--- config.mk ---
export PLATFORM = sky130hd
export DESIGN_NAME = ata_taskfile_command_issuer
export DESIGN_NICKNAME = d
export VERILOG_FILES = /design/src/hw/rtl/ata_tf_pkg.sv /design/src/hw/rtl/ata_tf_seq.sv /design/src/hw/rtl/ata_taskfile_command_issuer.sv
export SDC_FILE = /design/constraint.sdc
export NUM_CORES = 1
export LEC_CHECK = 0
export BUFFER_PORTS_ARGS = -buffer_cell sky130_fd_sc_hd__buf_2
export CORE_MARGIN = 4
export CORE_UTILIZATION = 45
export CTS_CLUSTER_DIAMETER = 40
export DETAILED_ROUTE_END_ITERATION = 10
export PLACE_DENSITY_LB_ADDON = 0.08
export SLEW_MARGIN = 20
export SYNTH_ARGS = -nofsm -noshare
export SYNTH_HDL_FRONTEND = slang
export SYNTH_HIERARCHICAL = 1
export SYNTH_SLANG_ARGS = --single-unit
--- constraint.sdc ---
create_clock -name clk -period 12.3 [get_ports clk]
set_clock_uncertainty 0.2 [all_clocks]
set_input_delay 0.615 -clock clk [delete_from_list [all_inputs] [get_ports clk]]
set_output_delay 0.615 -clock clk [all_outputs]
set_load 0.005 [all_outputs]
--- src/hw/rtl/ata_tf_pkg.sv ---
`default_nettype none
// ----------------------------------------------------------------------------
// ata_tf_pkg
// Shared types and constants for the ATA taskfile command issuer.
// ----------------------------------------------------------------------------
package ata_tf_pkg;

    // result kinds
    typedef enum logic [2:0] {
        KIND_REG        = 3'd0,
        KIND_CMD        = 3'd1,
        KIND_BUSY       = 3'd2,
        KIND_TIMEOUT    = 3'd3,
        KIND_UNEXPECTED = 3'd4
    } kind_t;

    // taskfile register indexes
    localparam logic [2:0] REG_NONE    = 3'd0;
    localparam logic [2:0] REG_COUNT   = 3'd2;
    localparam logic [2:0] REG_LOW     = 3'd3;
    localparam logic [2:0] REG_MID     = 3'd4;
    localparam logic [2:0] REG_HIGH    = 3'd5;
    localparam logic [2:0] REG_DEV     = 3'd6;
    localparam logic [2:0] REG_CMD     = 3'd7;

    // command opcodes and device byte bases
    localparam logic [7:0] CMD_READ28  = 8'hC8;
    localparam logic [7:0] CMD_READ48  = 8'h25;
    localparam logic [7:0] CMD_WRITE28 = 8'hCA;
    localparam logic [7:0] CMD_WRITE48 = 8'h35;
    localparam logic [7:0] DEV_LBA28   = 8'hE0;
    localparam logic [7:0] DEV_LBA48   = 8'h40;

    // status bits
    localparam int unsigned ST_BSY_BIT  = 7;
    localparam int unsigned ST_DRDY_BIT = 6;

    // one accepted item, as handed to the write sequencer
    typedef struct packed {
        logic        start;     // 1: taskfile load, 0: single status result
        logic        lba48;
        logic        dev;
        logic [47:0] block;
        logic [15:0] count;
        kind_t       kind;      // status results only
        logic [2:0]  reg_idx;   // status results only
        logic [7:0]  value;     // status results only
    } job_t;

endpackage : ata_tf_pkg
`default_nettype wire

--- src/hw/rtl/ata_tf_seq.sv ---
`default_nettype none
// ----------------------------------------------------------------------------
// ata_tf_seq
// Holds one accepted item and walks out its register writes, or its single
// status result, one per cycle while not stalled, into an output register.
// ----------------------------------------------------------------------------
module ata_tf_seq (
    input  wire logic              clk,
    input  wire logic              rst_n,
    input  wire logic              in_valid,
    output logic                   in_ready,
    input  wire ata_tf_pkg::job_t  in_job,
    output logic                   m_axis_tvalid,
    input  wire logic              m_axis_tready,
    output logic [15:0]            m_axis_tdata,   // reg_index[2:0], write_value[10:3]
    output logic [2:0]             m_axis_tuser,   // kind[2:0]
    output logic                   m_axis_tlast
);
    import ata_tf_pkg::*;

    localparam logic [3:0] STEP_DEVICE  = 4'd0;
    localparam logic [3:0] STEP_CNT_HI  = 4'd1;
    localparam logic [3:0] STEP_LOW_HI  = 4'd2;
    localparam logic [3:0] STEP_MID_HI  = 4'd3;
    localparam logic [3:0] STEP_HIGH_HI = 4'd4;
    localparam logic [3:0] STEP_CNT_LO  = 4'd5;
    localparam logic [3:0] STEP_LOW_LO  = 4'd6;
    localparam logic [3:0] STEP_MID_LO  = 4'd7;
    localparam logic [3:0] STEP_HIGH_LO = 4'd8;

    job_t        job_reg;
    logic        job_valid_reg;
    logic        job_valid_next;
    logic [3:0]  step_reg;
    logic [3:0]  step_next;

    logic        out_valid_reg;
    logic        out_valid_next;
    kind_t       out_kind_reg;
    logic [2:0]  out_idx_reg;
    logic [7:0]  out_val_reg;
    logic        out_last_reg;

    kind_t       cur_kind;
    logic [2:0]  cur_idx;
    logic [7:0]  cur_val;
    logic        cur_last;
    logic        out_load;
    logic        advance;
    logic        job_done;
    logic        in_take;

    // current result of the held item
    always_comb
    begin
        cur_kind = KIND_REG;
        cur_idx  = REG_NONE;
        cur_val  = 8'h00;
        cur_last = 1'b0;
        if (!job_reg.start)
        begin
            cur_kind = job_reg.kind;
            cur_idx  = job_reg.reg_idx;
            cur_val  = job_reg.value;
            cur_last = 1'b1;
        end
        else
        begin
            case (step_reg)
                STEP_DEVICE:
                begin
                    cur_idx = REG_DEV;
                    if (job_reg.lba48)
                        cur_val = DEV_LBA48 | {3'b000, job_reg.dev, 4'h0};
                    else
                        cur_val = DEV_LBA28 | {3'b000, job_reg.dev, job_reg.block[27:24]};
                end
                STEP_CNT_HI:  begin cur_idx = REG_COUNT; cur_val = job_reg.count[15:8];  end
                STEP_LOW_HI:  begin cur_idx = REG_LOW;   cur_val = job_reg.block[31:24]; end
                STEP_MID_HI:  begin cur_idx = REG_MID;   cur_val = job_reg.block[39:32]; end
                STEP_HIGH_HI: begin cur_idx = REG_HIGH;  cur_val = job_reg.block[47:40]; end
                STEP_CNT_LO:  begin cur_idx = REG_COUNT; cur_val = job_reg.count[7:0];   end
                STEP_LOW_LO:  begin cur_idx = REG_LOW;   cur_val = job_reg.block[7:0];   end
                STEP_MID_LO:  begin cur_idx = REG_MID;   cur_val = job_reg.block[15:8];  end
                STEP_HIGH_LO:
                begin
                    cur_idx  = REG_HIGH;
                    cur_val  = job_reg.block[23:16];
                    cur_last = 1'b1;
                end
                default:
                begin
                    cur_idx  = REG_NONE;
                    cur_last = 1'b1;
                end
            endcase
        end
    end

    // handshake between held item, output register and input side
    assign out_load = !out_valid_reg || m_axis_tready;
    assign advance  = job_valid_reg && out_load;
    assign job_done = advance && cur_last;
    assign in_ready = !job_valid_reg || job_done;
    assign in_take  = in_valid && in_ready;

    // step and item occupancy
    always_comb
    begin
        job_valid_next = job_valid_reg;
        step_next      = step_reg;
        if (job_done)
        begin
            job_valid_next = 1'b0;
            step_next      = STEP_DEVICE;
        end
        else if (advance)
        begin
            if (step_reg == STEP_DEVICE && !job_reg.lba48)
                step_next = STEP_CNT_LO;
            else
                step_next = step_reg + 4'd1;
        end
        if (in_take)
        begin
            job_valid_next = 1'b1;
            step_next      = STEP_DEVICE;
        end
    end

    always_comb
    begin
        out_valid_next = out_valid_reg;
        if (out_load)
            out_valid_next = job_valid_reg;
    end

    // control registers
    always_ff @(posedge clk or negedge rst_n)
    begin
        if (!rst_n)
        begin
            job_valid_reg <= 1'b0;
            step_reg      <= STEP_DEVICE;
            out_valid_reg <= 1'b0;
        end
        else
        begin
            job_valid_reg <= job_valid_next;
            step_reg      <= step_next;
            out_valid_reg <= out_valid_next;
        end
    end

    // payload registers
    always_ff @(posedge clk)
    begin
        if (in_take)
            job_reg <= in_job;
        if (advance)
        begin
            out_kind_reg <= cur_kind;
            out_idx_reg  <= cur_idx;
            out_val_reg  <= cur_val;
            out_last_reg <= cur_last;
        end
    end

    assign m_axis_tvalid = out_valid_reg;
    assign m_axis_tdata  = {5'b00000, out_val_reg, out_idx_reg};
    assign m_axis_tuser  = out_kind_reg;
    assign m_axis_tlast  = out_last_reg;

`ifndef NO_ASSERTIONS
    // an LBA28 load never visits the high-order steps
    a_lba28_skip: assert property (@(posedge clk) disable iff (!rst_n)
        (job_valid_reg && job_reg.start && !job_reg.lba48)
            |-> (step_reg == STEP_DEVICE || step_reg >= STEP_CNT_LO))
        else $error("lba28 load entered a high-order step");

    // a status result never moves past its first step
    a_status_single: assert property (@(posedge clk) disable iff (!rst_n)
        (job_valid_reg && !job_reg.start) |-> (step_reg == STEP_DEVICE))
        else $error("status result left its only step");

    // the step counter stays inside the write list
    a_step_range: assert property (@(posedge clk) disable iff (!rst_n)
        step_reg <= STEP_HIGH_LO)
        else $error("step counter out of range");

    // a new item is taken only when the held one is gone or finishing
    a_take_free: assert property (@(posedge clk) disable iff (!rst_n)
        in_take |-> (!job_valid_reg || (advance && cur_last)))
        else $error("item taken over a busy sequencer");
`endif

endmodule : ata_tf_seq
`default_nettype wire

--- src/hw/rtl/ata_taskfile_command_issuer.sv ---
`default_nettype none
// ----------------------------------------------------------------------------
// ata_taskfile_command_issuer
// Issues ATA taskfile register writes for LBA28/LBA48 DMA commands and polls
// the drive status before writing the command.
// ----------------------------------------------------------------------------
// A start transfer produces five register writes (LBA28) or nine (LBA48), one
// per cycle while tready is high; a status transfer produces one result. The
// write sequencer holds one item at a time. The next item is accepted in the
// same cycle that the previous item's last result moves into the output
// register, so items follow back to back while the consumer keeps tready
// high. Command and poll state is updated when an item is accepted. The user
// must write poll_limit only while idle; the block does not enforce it.
// ----------------------------------------------------------------------------
module ata_taskfile_command_issuer #(
    parameter int POLL_COUNT_WIDTH = 20
) (
    input  wire logic        clk,
    input  wire logic        rst_n,
    input  wire logic        poll_limit_wr_en,
    input  wire logic [19:0] poll_limit_wr_data,
    input  wire logic        s_axis_tvalid,
    output logic             s_axis_tready,
    // block[47:0], write_not_read[48], sector_count[64:49], lba48[65],
    // device_select[66], status_byte[74:67]
    input  wire logic [79:0] s_axis_tdata,
    input  wire logic        s_axis_tuser,   // op[0]
    output logic             m_axis_tvalid,
    input  wire logic        m_axis_tready,
    output logic [15:0]      m_axis_tdata,   // reg_index[2:0], write_value[10:3]
    output logic [2:0]       m_axis_tuser,   // kind[2:0]
    output logic             m_axis_tlast
);
    import ata_tf_pkg::*;

    localparam logic [POLL_COUNT_WIDTH-1:0] POLL_RESET = POLL_COUNT_WIDTH'(100000);
    localparam logic [POLL_COUNT_WIDTH-1:0] POLL_ONE   = POLL_COUNT_WIDTH'(1);
    localparam logic [POLL_COUNT_WIDTH-1:0] POLL_ZERO  = '0;

    logic [POLL_COUNT_WIDTH-1:0] poll_limit_reg;
    logic [POLL_COUNT_WIDTH-1:0] polls_left_reg;
    logic [POLL_COUNT_WIDTH-1:0] polls_left_next;
    logic [POLL_COUNT_WIDTH-1:0] polls_dec;
    logic                        waiting_reg;
    logic                        waiting_next;
    logic [7:0]                  pending_reg;
    logic [7:0]                  pending_next;

    logic        in_op;
    logic [47:0] in_block;
    logic        in_wr;
    logic [15:0] in_count;
    logic        in_lba48;
    logic        in_dev;
    logic [7:0]  in_status;
    logic        drive_ready;
    logic        in_accept;
    job_t        job;

    // input field unpacking
    assign in_op     = s_axis_tuser;
    assign in_block  = s_axis_tdata[47:0];
    assign in_wr     = s_axis_tdata[48];
    assign in_count  = s_axis_tdata[64:49];
    assign in_lba48  = s_axis_tdata[65];
    assign in_dev    = s_axis_tdata[66];
    assign in_status = s_axis_tdata[74:67];

    assign in_accept   = s_axis_tvalid && s_axis_tready;
    assign drive_ready = !in_status[ST_BSY_BIT] && in_status[ST_DRDY_BIT];
    assign polls_dec   = polls_left_reg - POLL_ONE;

    // command state and item decode
    always_comb
    begin
        waiting_next    = waiting_reg;
        pending_next    = pending_reg;
        polls_left_next = polls_left_reg;
        job.start       = !in_op;
        job.lba48       = in_lba48;
        job.dev         = in_dev;
        job.block       = in_block;
        job.count       = in_count;
        job.kind        = KIND_UNEXPECTED;
        job.reg_idx     = REG_NONE;
        job.value       = in_status;
        if (!in_op)
        begin
            job.kind = KIND_REG;
            if (in_lba48)
                pending_next = in_wr ? CMD_WRITE48 : CMD_READ48;
            else
                pending_next = in_wr ? CMD_WRITE28 : CMD_READ28;
            waiting_next    = 1'b1;
            polls_left_next = (poll_limit_reg != POLL_ZERO) ? poll_limit_reg : POLL_ONE;
        end
        else if (!waiting_reg)
        begin
            job.kind = KIND_UNEXPECTED;
        end
        else if (drive_ready)
        begin
            job.kind     = KIND_CMD;
            job.reg_idx  = REG_CMD;
            job.value    = pending_reg;
            waiting_next = 1'b0;
        end
        else
        begin
            polls_left_next = polls_dec;
            if (polls_dec == POLL_ZERO)
            begin
                job.kind     = KIND_TIMEOUT;
                waiting_next = 1'b0;
            end
            else
            begin
                job.kind = KIND_BUSY;
            end
        end
    end

    // state and configuration registers
    always_ff @(posedge clk or negedge rst_n)
    begin
        if (!rst_n)
        begin
            poll_limit_reg <= POLL_RESET;
            waiting_reg    <= 1'b0;
            pending_reg    <= 8'h00;
            polls_left_reg <= POLL_ZERO;
        end
        else
        begin
            if (poll_limit_wr_en)
                poll_limit_reg <= POLL_COUNT_WIDTH'(poll_limit_wr_data);
            if (in_accept)
            begin
                waiting_reg    <= waiting_next;
                pending_reg    <= pending_next;
                polls_left_reg <= polls_left_next;
            end
        end
    end

    // register write sequencer with output register
    ata_tf_seq u_seq (
        .clk           (clk),
        .rst_n         (rst_n),
        .in_valid      (s_axis_tvalid),
        .in_ready      (s_axis_tready),
        .in_job        (job),
        .m_axis_tvalid (m_axis_tvalid),
        .m_axis_tready (m_axis_tready),
        .m_axis_tdata  (m_axis_tdata),
        .m_axis_tuser  (m_axis_tuser),
        .m_axis_tlast  (m_axis_tlast)
    );

`ifndef NO_ASSERTIONS
    // while waiting for the drive at least one poll remains
    a_polls_nonzero: assert property (@(posedge clk) disable iff (!rst_n)
        waiting_reg |-> (polls_left_reg != POLL_ZERO))
        else $error("waiting with no polls left");

    // a start transfer always arms the wait
    a_start_arms: assert property (@(posedge clk) disable iff (!rst_n)
        (in_accept && !in_op) |=> waiting_reg)
        else $error("start transfer did not arm the wait");

    // a status transfer while idle leaves the state alone
    a_idle_status: assert property (@(posedge clk) disable iff (!rst_n)
        (in_accept && in_op && !waiting_reg)
            |=> (!waiting_reg && $stable(polls_left_reg) && $stable(pending_reg)))
        else $error("idle status transfer changed state");
`endif

endmodule : ata_taskfile_command_issuer
`default_nettype wire
==> impl_metrics.json, run 1 <==
{
  "final_cell_mix": "117 x buf_2, 96 x edfxtp_1, 48 x nand2_1",
  "hold_path_class": "input port to asynchronous set/reset pin",
  "cts.path.max_buffers": 2,
  "cts_setup_buffers": 0,
  "clock.fmax_mhz": 285,
  "critical_path.max_fanout": 19,
  "grt_use_total_pct": 19.7,
  "status": "finished clean",
  "ys_types": 80,
  "row_count": 44,
  "rsz0062_at_grt": "false",
  "wl_um": 16100,
  "crit_type": "flip-flop to flip-flop",
  "synth_edf_count": 96,
  "p_sw_share_pct": 32.3,
  "synth_ff_type": "edfxtp_1",
  "ios": 128,
  "crit_arrival_ns": 3.61,
  "largest_register_ffs": 81,
  "path_depth": 8,
  "grt_pass1_vias": 4769,
  "worst-path-buf-inv": 1,
  "core_um2": 14600,
  "die_y_um": 130,
  "p_int_uw": 1280,
  "h-tree-depth": 4,
  "diodes": 0,
  "cp-start-kind": "flip-flop",
  "slew_viol_final": 0,
  "hold_buffers": 0,
  "total_power_uw": 1890,
  "clock_latency_ns": 0.42,
  "finalNetCount": 757,
  "vias": 4813,
  "drc": 0,
  "dpl.cell_count": 809,
  "drive_gt1_share_pct": 31.3,
  "final_common_cell": "buf_2",
  "fp.dieW_um": 130,
  "synth_cells": 531,
  "cts.sinks": 147,
  "grt-ovfl-total": 0,
  "yosysWarnings": 6,
  "path_clk_slew_ns": 0.06,
  "area_delta_synth_final_pct": 20.7,
  "finalSetupViolations": 0,
  "ff_latch_area_um2": 4170,
  "ys_ff_latch": 147,
  "combPwrFrac_pct": 28.3,
  "fill_cells": 1226,
  "cp_cell_sequence": "inv_1 -> ha_1 -> nor4_2 -> nor3b_4 -> o21ai_2 -> and2_1 -> nand2_1 -> mux2_2",
  "max-vdd-ir-drop_v": 0.000117,
  "max_stage_delay_ns": 0.59,
  "cp.required_ns": 12.40,
  "syn_avg_cell_area_um2": 12.7,
  "post-route-min-period_ns": 3.51,
  "finalCritPeriodShare_pct": 28.5,
  "start_util_pct": 46.1,
  "p_per_area_nw_per_um2": 233,
  "syn-cell-area_um2": 6730,
  "slew-limit-headroom_pct": 42.6,
  "whs_ns": 0.111,
  "async_flop_share_pct": 34.7,
  "ant_nets": 0,
  "hpwlAfterDp_um": 11200,
  "gp_congestion": 0.865,
  "grt_antenna_before_repair": 0,
  "slowest_stage": "nand2_1",
  "ys_seq_area_share_pct": 61.9,
  "instances_no_fill": 842,
  "postCtsResizedCells": 0,
  "clockRootBuffer": "clkbuf_16",
  "cts_buffers": 17,
  "cpLargestDelayFamily": "simple AND/OR/NAND/NOR gates",
  "drtIter0Drc": 354,
  "drt-vias-per-instance": 5.72,
  "seqPwrFrac_pct": 40.1,
  "avgRoutedWirePerCell_um": 19.1,
  "tightestPinTransition_ns": 0.861,
  "grt_pass1_wl_um": 25300,
  "worstSetupEndpointType": "flip-flop",
  "power_frac_clock_pct": 31.6,
  "dieArea_um2": 17000,
  "tns_ns": 0,
  "port_buffers": 117,
  "drv_cap": 0,
  "hold_violations": 0,
  "switching_power_uw": 611,
  "leakage_uw": 0.00320,
  "multi_input_comb_area_um2": 2320,
  "grt_max_degree": 82,
  "dr.pass1.iters": 5,
  "cts_tree": "yes",
  "rr_worst_depth": 8
}
==> area by class of cell <==
class,instances,area share (%)
clock buffers,17,5.24
well taps,184,2.83
clock inverters,15,3.20
flip-flops and latches,147,51.3
repair buffers,121,7.83
inverters,22,1.02
multi-input cells,336,28.6
==> logic make-up (layout without fill, tap and decap cells) <==
| group | Yosys count | count (layout) | share of synthesized area [%] |
|---|---|---|---|
| compound gates | 135 | 135 | 14.2 |
| xor+xnor | 1 | 1 | 0.130 |
| buf+inv | 52 | 175 | 3.85 |
| other cells | 1 | 5 | 0.0557 |
| mux | 38 | 38 | 6.34 |
| flops | 147 | 147 | 61.9 |
| fa+ha+maj | 6 | 6 | 1.12 |
| simple gates | 151 | 151 | 12.4 |
==> final timing paths <==
kind,start,end,slack [ns]
hold reg to reg,pending_reg[1]$_DFFE_PN0P_,pending_reg[1]$_DFFE_PN0P_,0.30
setup / recovery,u_seq/step_reg[0]$_DFFE_PN0P_,pending_reg[5]$_DFFE_PN0P_,8.79
max in group asynchronous,rst_n,u_seq/m_axis_tvalid$_DFFE_PN0P_,11.35
hold / removal,rst_n,poll_limit_reg[11]$_DFFE_PN0P_,0.11
min in group clk,s_axis_tdata[37],u_seq/job_reg[67]$_DFFE_PP_,0.17
setup reg to reg,u_seq/step_reg[0]$_DFFE_PN0P_,pending_reg[5]$_DFFE_PN0P_,8.79
==> power by group through the flow <==
| stage | sequential, uW | combinational (uW) | clock (uW) |
|---|---|---|---|
| floorplan | 741 | 388 | 0 |
| detailed placement | 768 | 529 | 0 |
| global route | 773 | 594 | 631 |
| finish | 759 | 536 | 598 |
| global placement | 764 | 521 | 0 |
| CTS | 760 | 532 | 610 |
==> Yosys cell counts (8+ instances only) <==
cell type   n  area, um^2
a21oi_1    26         130
o22ai_1    20         125
inv_1      20        75.1
nor4_1      8        50.1
nand3_1    14        70.1
dfrtp_1    45        1130
buf_2      12        60.1
edfxtp_1   96        2880
nand2_1    48         180
nor2b_1    10        62.6
o21ai_0    18        90.1
nor3_1     10        50.1
mux2_2     27         304
nor2_1     17        63.8
nand2b_1   11        68.8
==> per-layer routing <==
| layer | global-route usage (%) | routed length [um] |
|---|---|---|
| met4 | 7.40 | 267 |
| met2 | 31.4 | 7710 |
| met1 | 26.0 | 7110 |
| met3 | 5.44 | 1010 |
| met5 | 0 | 0 |
==> through the flow <==
stage | utilization, % | setup slack, ns | instance area [um^2]
finish | 55.7 | 8.79 | 8120
CTS | 55.5 | 8.85 | 8100
global route | 55.7 | 8.62 | 8120
global placement | 50.8 | 8.87 | 7410
floorplan | - | 8.30 | 6750
detailed placement | 50.8 | 8.84 | 7410
No activity file was read; power rests on OpenSTA's default activity.
==> inputs of run 2 (changes only) <==
--- a/config.mk
+++ b/config.mk
@@ -5,6 +5,7 @@
 export SDC_FILE = /design/constraint.sdc
 export NUM_CORES = 1
 export LEC_CHECK = 0
+export ABC_AREA = 1
 export BUFFER_PORTS_ARGS = -buffer_cell sky130_fd_sc_hd__buf_2
 export CORE_MARGIN = 4
 export CORE_UTILIZATION = 45
==> constraint.sdc (replaced) <==
create_clock -name clk -period 3.2 [get_ports clk]
set_clock_uncertainty 0.2 [all_clocks]
set_input_delay 0.16 -clock clk [delete_from_list [all_inputs] [get_ports clk]]
set_output_delay 0.16 -clock clk [all_outputs]
set_load 0.005 [all_outputs]
==> impl_metrics.json, run 2 <==
{
  "cp.required_ns": 3.34,
  "dpl.cell_count": 999,
  "hold_path_class": "input port to flip-flop",
  "postCtsResizedCells": 0,
  "finalSetupViolations": 0,
  "p_sw_share_pct": 34.1,
  "tns_ns": 0,
  "cp-start-kind": "flip-flop",
  "clockRootBuffer": "clkbuf_16",
  "avgRoutedWirePerCell_um": 15.5,
  "cts.sinks": 147,
  "post-route-min-period_ns": 2.67,
  "synth_edf_count": 96,
  "hold_buffers": 101,
  "seqPwrFrac_pct": 42.2,
  "syn-cell-area_um2": 6880,
  "whs_ns": 0.0175,
  "drv_cap": 0,
  "finalCritPeriodShare_pct": 83.4,
  "ios": 128,
  "synth_ff_type": "edfxtp_1",
  "ys_seq_area_share_pct": 60.6,
  "hold_violations": 0,
  "hpwlAfterDp_um": 11600,
  "ys_ff_latch": 147,
  "syn_avg_cell_area_um2": 9.61,
  "synth_compound_area_share_pct": 6.06,
  "slew-limit-headroom_pct": 55.3,
  "drive_gt1_share_pct": 20.5,
  "yosysWarnings": 6,
  "diodes": 0,
  "largest_register_ffs": 81,
  "synth_top_family_by_area": "simple AND/OR/NAND/NOR gates",
  "start_util_pct": 46.6,
  "async_flop_share_pct": 34.7,
  "drc": 0,
  "area_delta_synth_final_pct": 34.2,
  "synth_xor_area_share_pct": 0.891,
  "grt_max_degree": 82,
  "grt_use_total_pct": 21.0,
  "crit_arrival_ns": 2.81,
  "tightestPinTransition_ns": 0.670,
  "fill_cells": 1219,
  "cts_setup_buffers": 0,
  "netlist_top_cells_area": "edfxtp_1 42%, dfrtp_1 16%, nand2_1 9.6%",
  "synth_top_area_share_pct": 41.9,
  "power_frac_clock_pct": 29.7,
  "max-vdd-ir-drop_v": 0.000419,
  "combPwrFrac_pct": 28.1,
  "clock_latency_ns": 0.42,
  "critical_path.max_fanout": 20,
  "crit_type": "flip-flop to flip-flop",
  "grt-ovfl-total": 0,
  "rr_worst_depth": 13,
  "final_common_cell": "nand2_1",
  "instances_no_fill": 1132,
  "synth_cells": 716,
  "clock.fmax_mhz": 375,
  "port_buffers": 117,
  "holdPathStages": 3,
  "fp.dieW_um": 132,
  "slew_viol_final": 0,
  "cts_buffers": 17,
  "drt-vias-per-instance": 5.08,
  "synth.most_common_cell": "nand2_1",
  "worstSetupEndpointType": "flip-flop",
  "row_count": 44,
  "synth_commonest_cells": "175 x nand2_1, 96 x edfxtp_1, 85 x nor2_1, 70 x inv_1, 49 x nand3_1",
  "path_clk_slew_ns": 0.06,
  "switching_power_uw": 2280,
  "core_um2": 14800,
  "grt_pass1_vias": 5775,
  "dieArea_um2": 17300,
  "muxShareOfSynthArea_pct": 1.31,
  "wl_um": 17600,
  "ys_types": 35,
  "status": "finished clean",
  "rsz0062_at_grt": "false",
  "dr.pass1.iters": 6,
  "synth_simple_gate_area_share_pct": 23.0,
  "die_y_um": 132,
  "final_cell_mix": "174 x nand2_1, 117 x buf_2, 101 x dlygate4sd3_1",
  "cts_tree": "yes",
  "ant_nets": 0,
  "cts.path.max_buffers": 2,
  "grt_pass1_wl_um": 29100,
  "drtIter0Drc": 410,
  "finalNetCount": 1047,
  "h-tree-depth": 4,
  "gp_congestion": 0.868,
  "p_int_uw": 4420,
  "yosys.area_share.adder_pct": 1.09,
  "grt_antenna_before_repair": 0,
  "synth_top_cell_by_area": "edfxtp_1",
  "p_per_area_nw_per_um2": 727,
  "vias": 5747,
  "leakage_uw": 0.00411
}
## run 2: cell count changes in the layout (fill, tap and decap cells not counted), moves of 9 or more
cell and delta:
nor2b_1 -10, nor2_1 +68, nand2_1 +126, nand3_1 +35
nand4_1 +27, o21ai_0 +15, inv_1 +50, dlygate4sd3_1 +101
o22ai_1 -18, nand2b_1 -11, nor3_1 -9, mux2_2 -19
## run 2: power by group through the flow
stage	clock, uW	combinational (uW)	sequential, uW
finish	1990	1890	2830
global route	2110	2140	2890
CTS	2030	1890	2830
detailed placement	0	1780	2860
global placement	0	1740	2850
floorplan	0	1270	2780
## run 2: cell type report
cell class / instances / area [um^2] / share of cell area [%]
timing repair buffer: 229 / 1690 / 18.3
clock buffer: 23 / 510 / 5.53
sequential: 147 / 4170 / 45.1
clock inverter: 9 / 90.1 / 0.976
tap: 184 / 230 / 2.49
inverter: 74 / 280 / 3.04
multi-input combinational: 466 / 2260 / 24.5
## run 2: worst paths after layout
check / start / endpoint / slack [ns]
worst min register to register: poll_limit_reg[7]$_DFFE_PN1P_ / poll_limit_reg[7]$_DFFE_PN1P_ / 0.28
worst max register to register: u_seq/step_reg[0]$_DFFE_PN0P_ / polls_left_reg[16]$_DFFE_PN0P_ / 0.53
worst min-delay path: poll_limit_wr_en / poll_limit_reg[16]$_DFFE_PN1P_ / 0.02
worst max-delay path: u_seq/step_reg[0]$_DFFE_PN0P_ / polls_left_reg[16]$_DFFE_PN0P_ / 0.53
max in group asynchronous: rst_n / polls_left_reg[9]$_DFFE_PN0P_ / 1.94
min in group asynchronous: rst_n / poll_limit_reg[12]$_DFFE_PN0P_ / 0.10
## run 2: cells by family after synthesis
kind of cell / Yosys count
XOR/XNOR: 7
other: 1
multiplexers: 8
buffers and inverters: 107
adder cells (fa/ha/maj): 6
AND/OR/NAND/NOR: 362
AO/OA/AOI/OAI: 78
flip-flops: 147
## run 2: layer usage
layer	vias to the layer above	track usage, %	wire, um
li1	2828	-	-
met1	2719	28.4	8050
met2	180	33.4	8290
met3	20	6.35	1020
met4	0	5.48	214
met5	-	0	0
## run 2: through the flow
stage	utilization [%]	instance area, um^2	setup WS (ns)	total power (uW)
5_1_grt	62.6	9230	0.197	7140
3_3_place_gp	51.6	7620	0.619	4590
2_1_floorplan	-	6910	0.0210	4050
4_1_cts	62.6	9230	0.514	6740
3_5_place_dp	51.6	7620	0.535	4640
6_report	62.6	9230	0.530	6710
## run 2: worst max-delay path, stage by stage, from the launching register on
cell     delay [ns]
dfrtp_1        0.39
inv_1          0.11
ha_1           0.22
o21ai_0        0.25
nand2_1        0.09
nand2_1        0.09
nand2_2        0.10
nand2_1        0.12
nand2_1        0.12
nor3_2         0.19
inv_1          0.32
a21oi_1        0.21
o21ai_0        0.09
o21ai_0        0.09
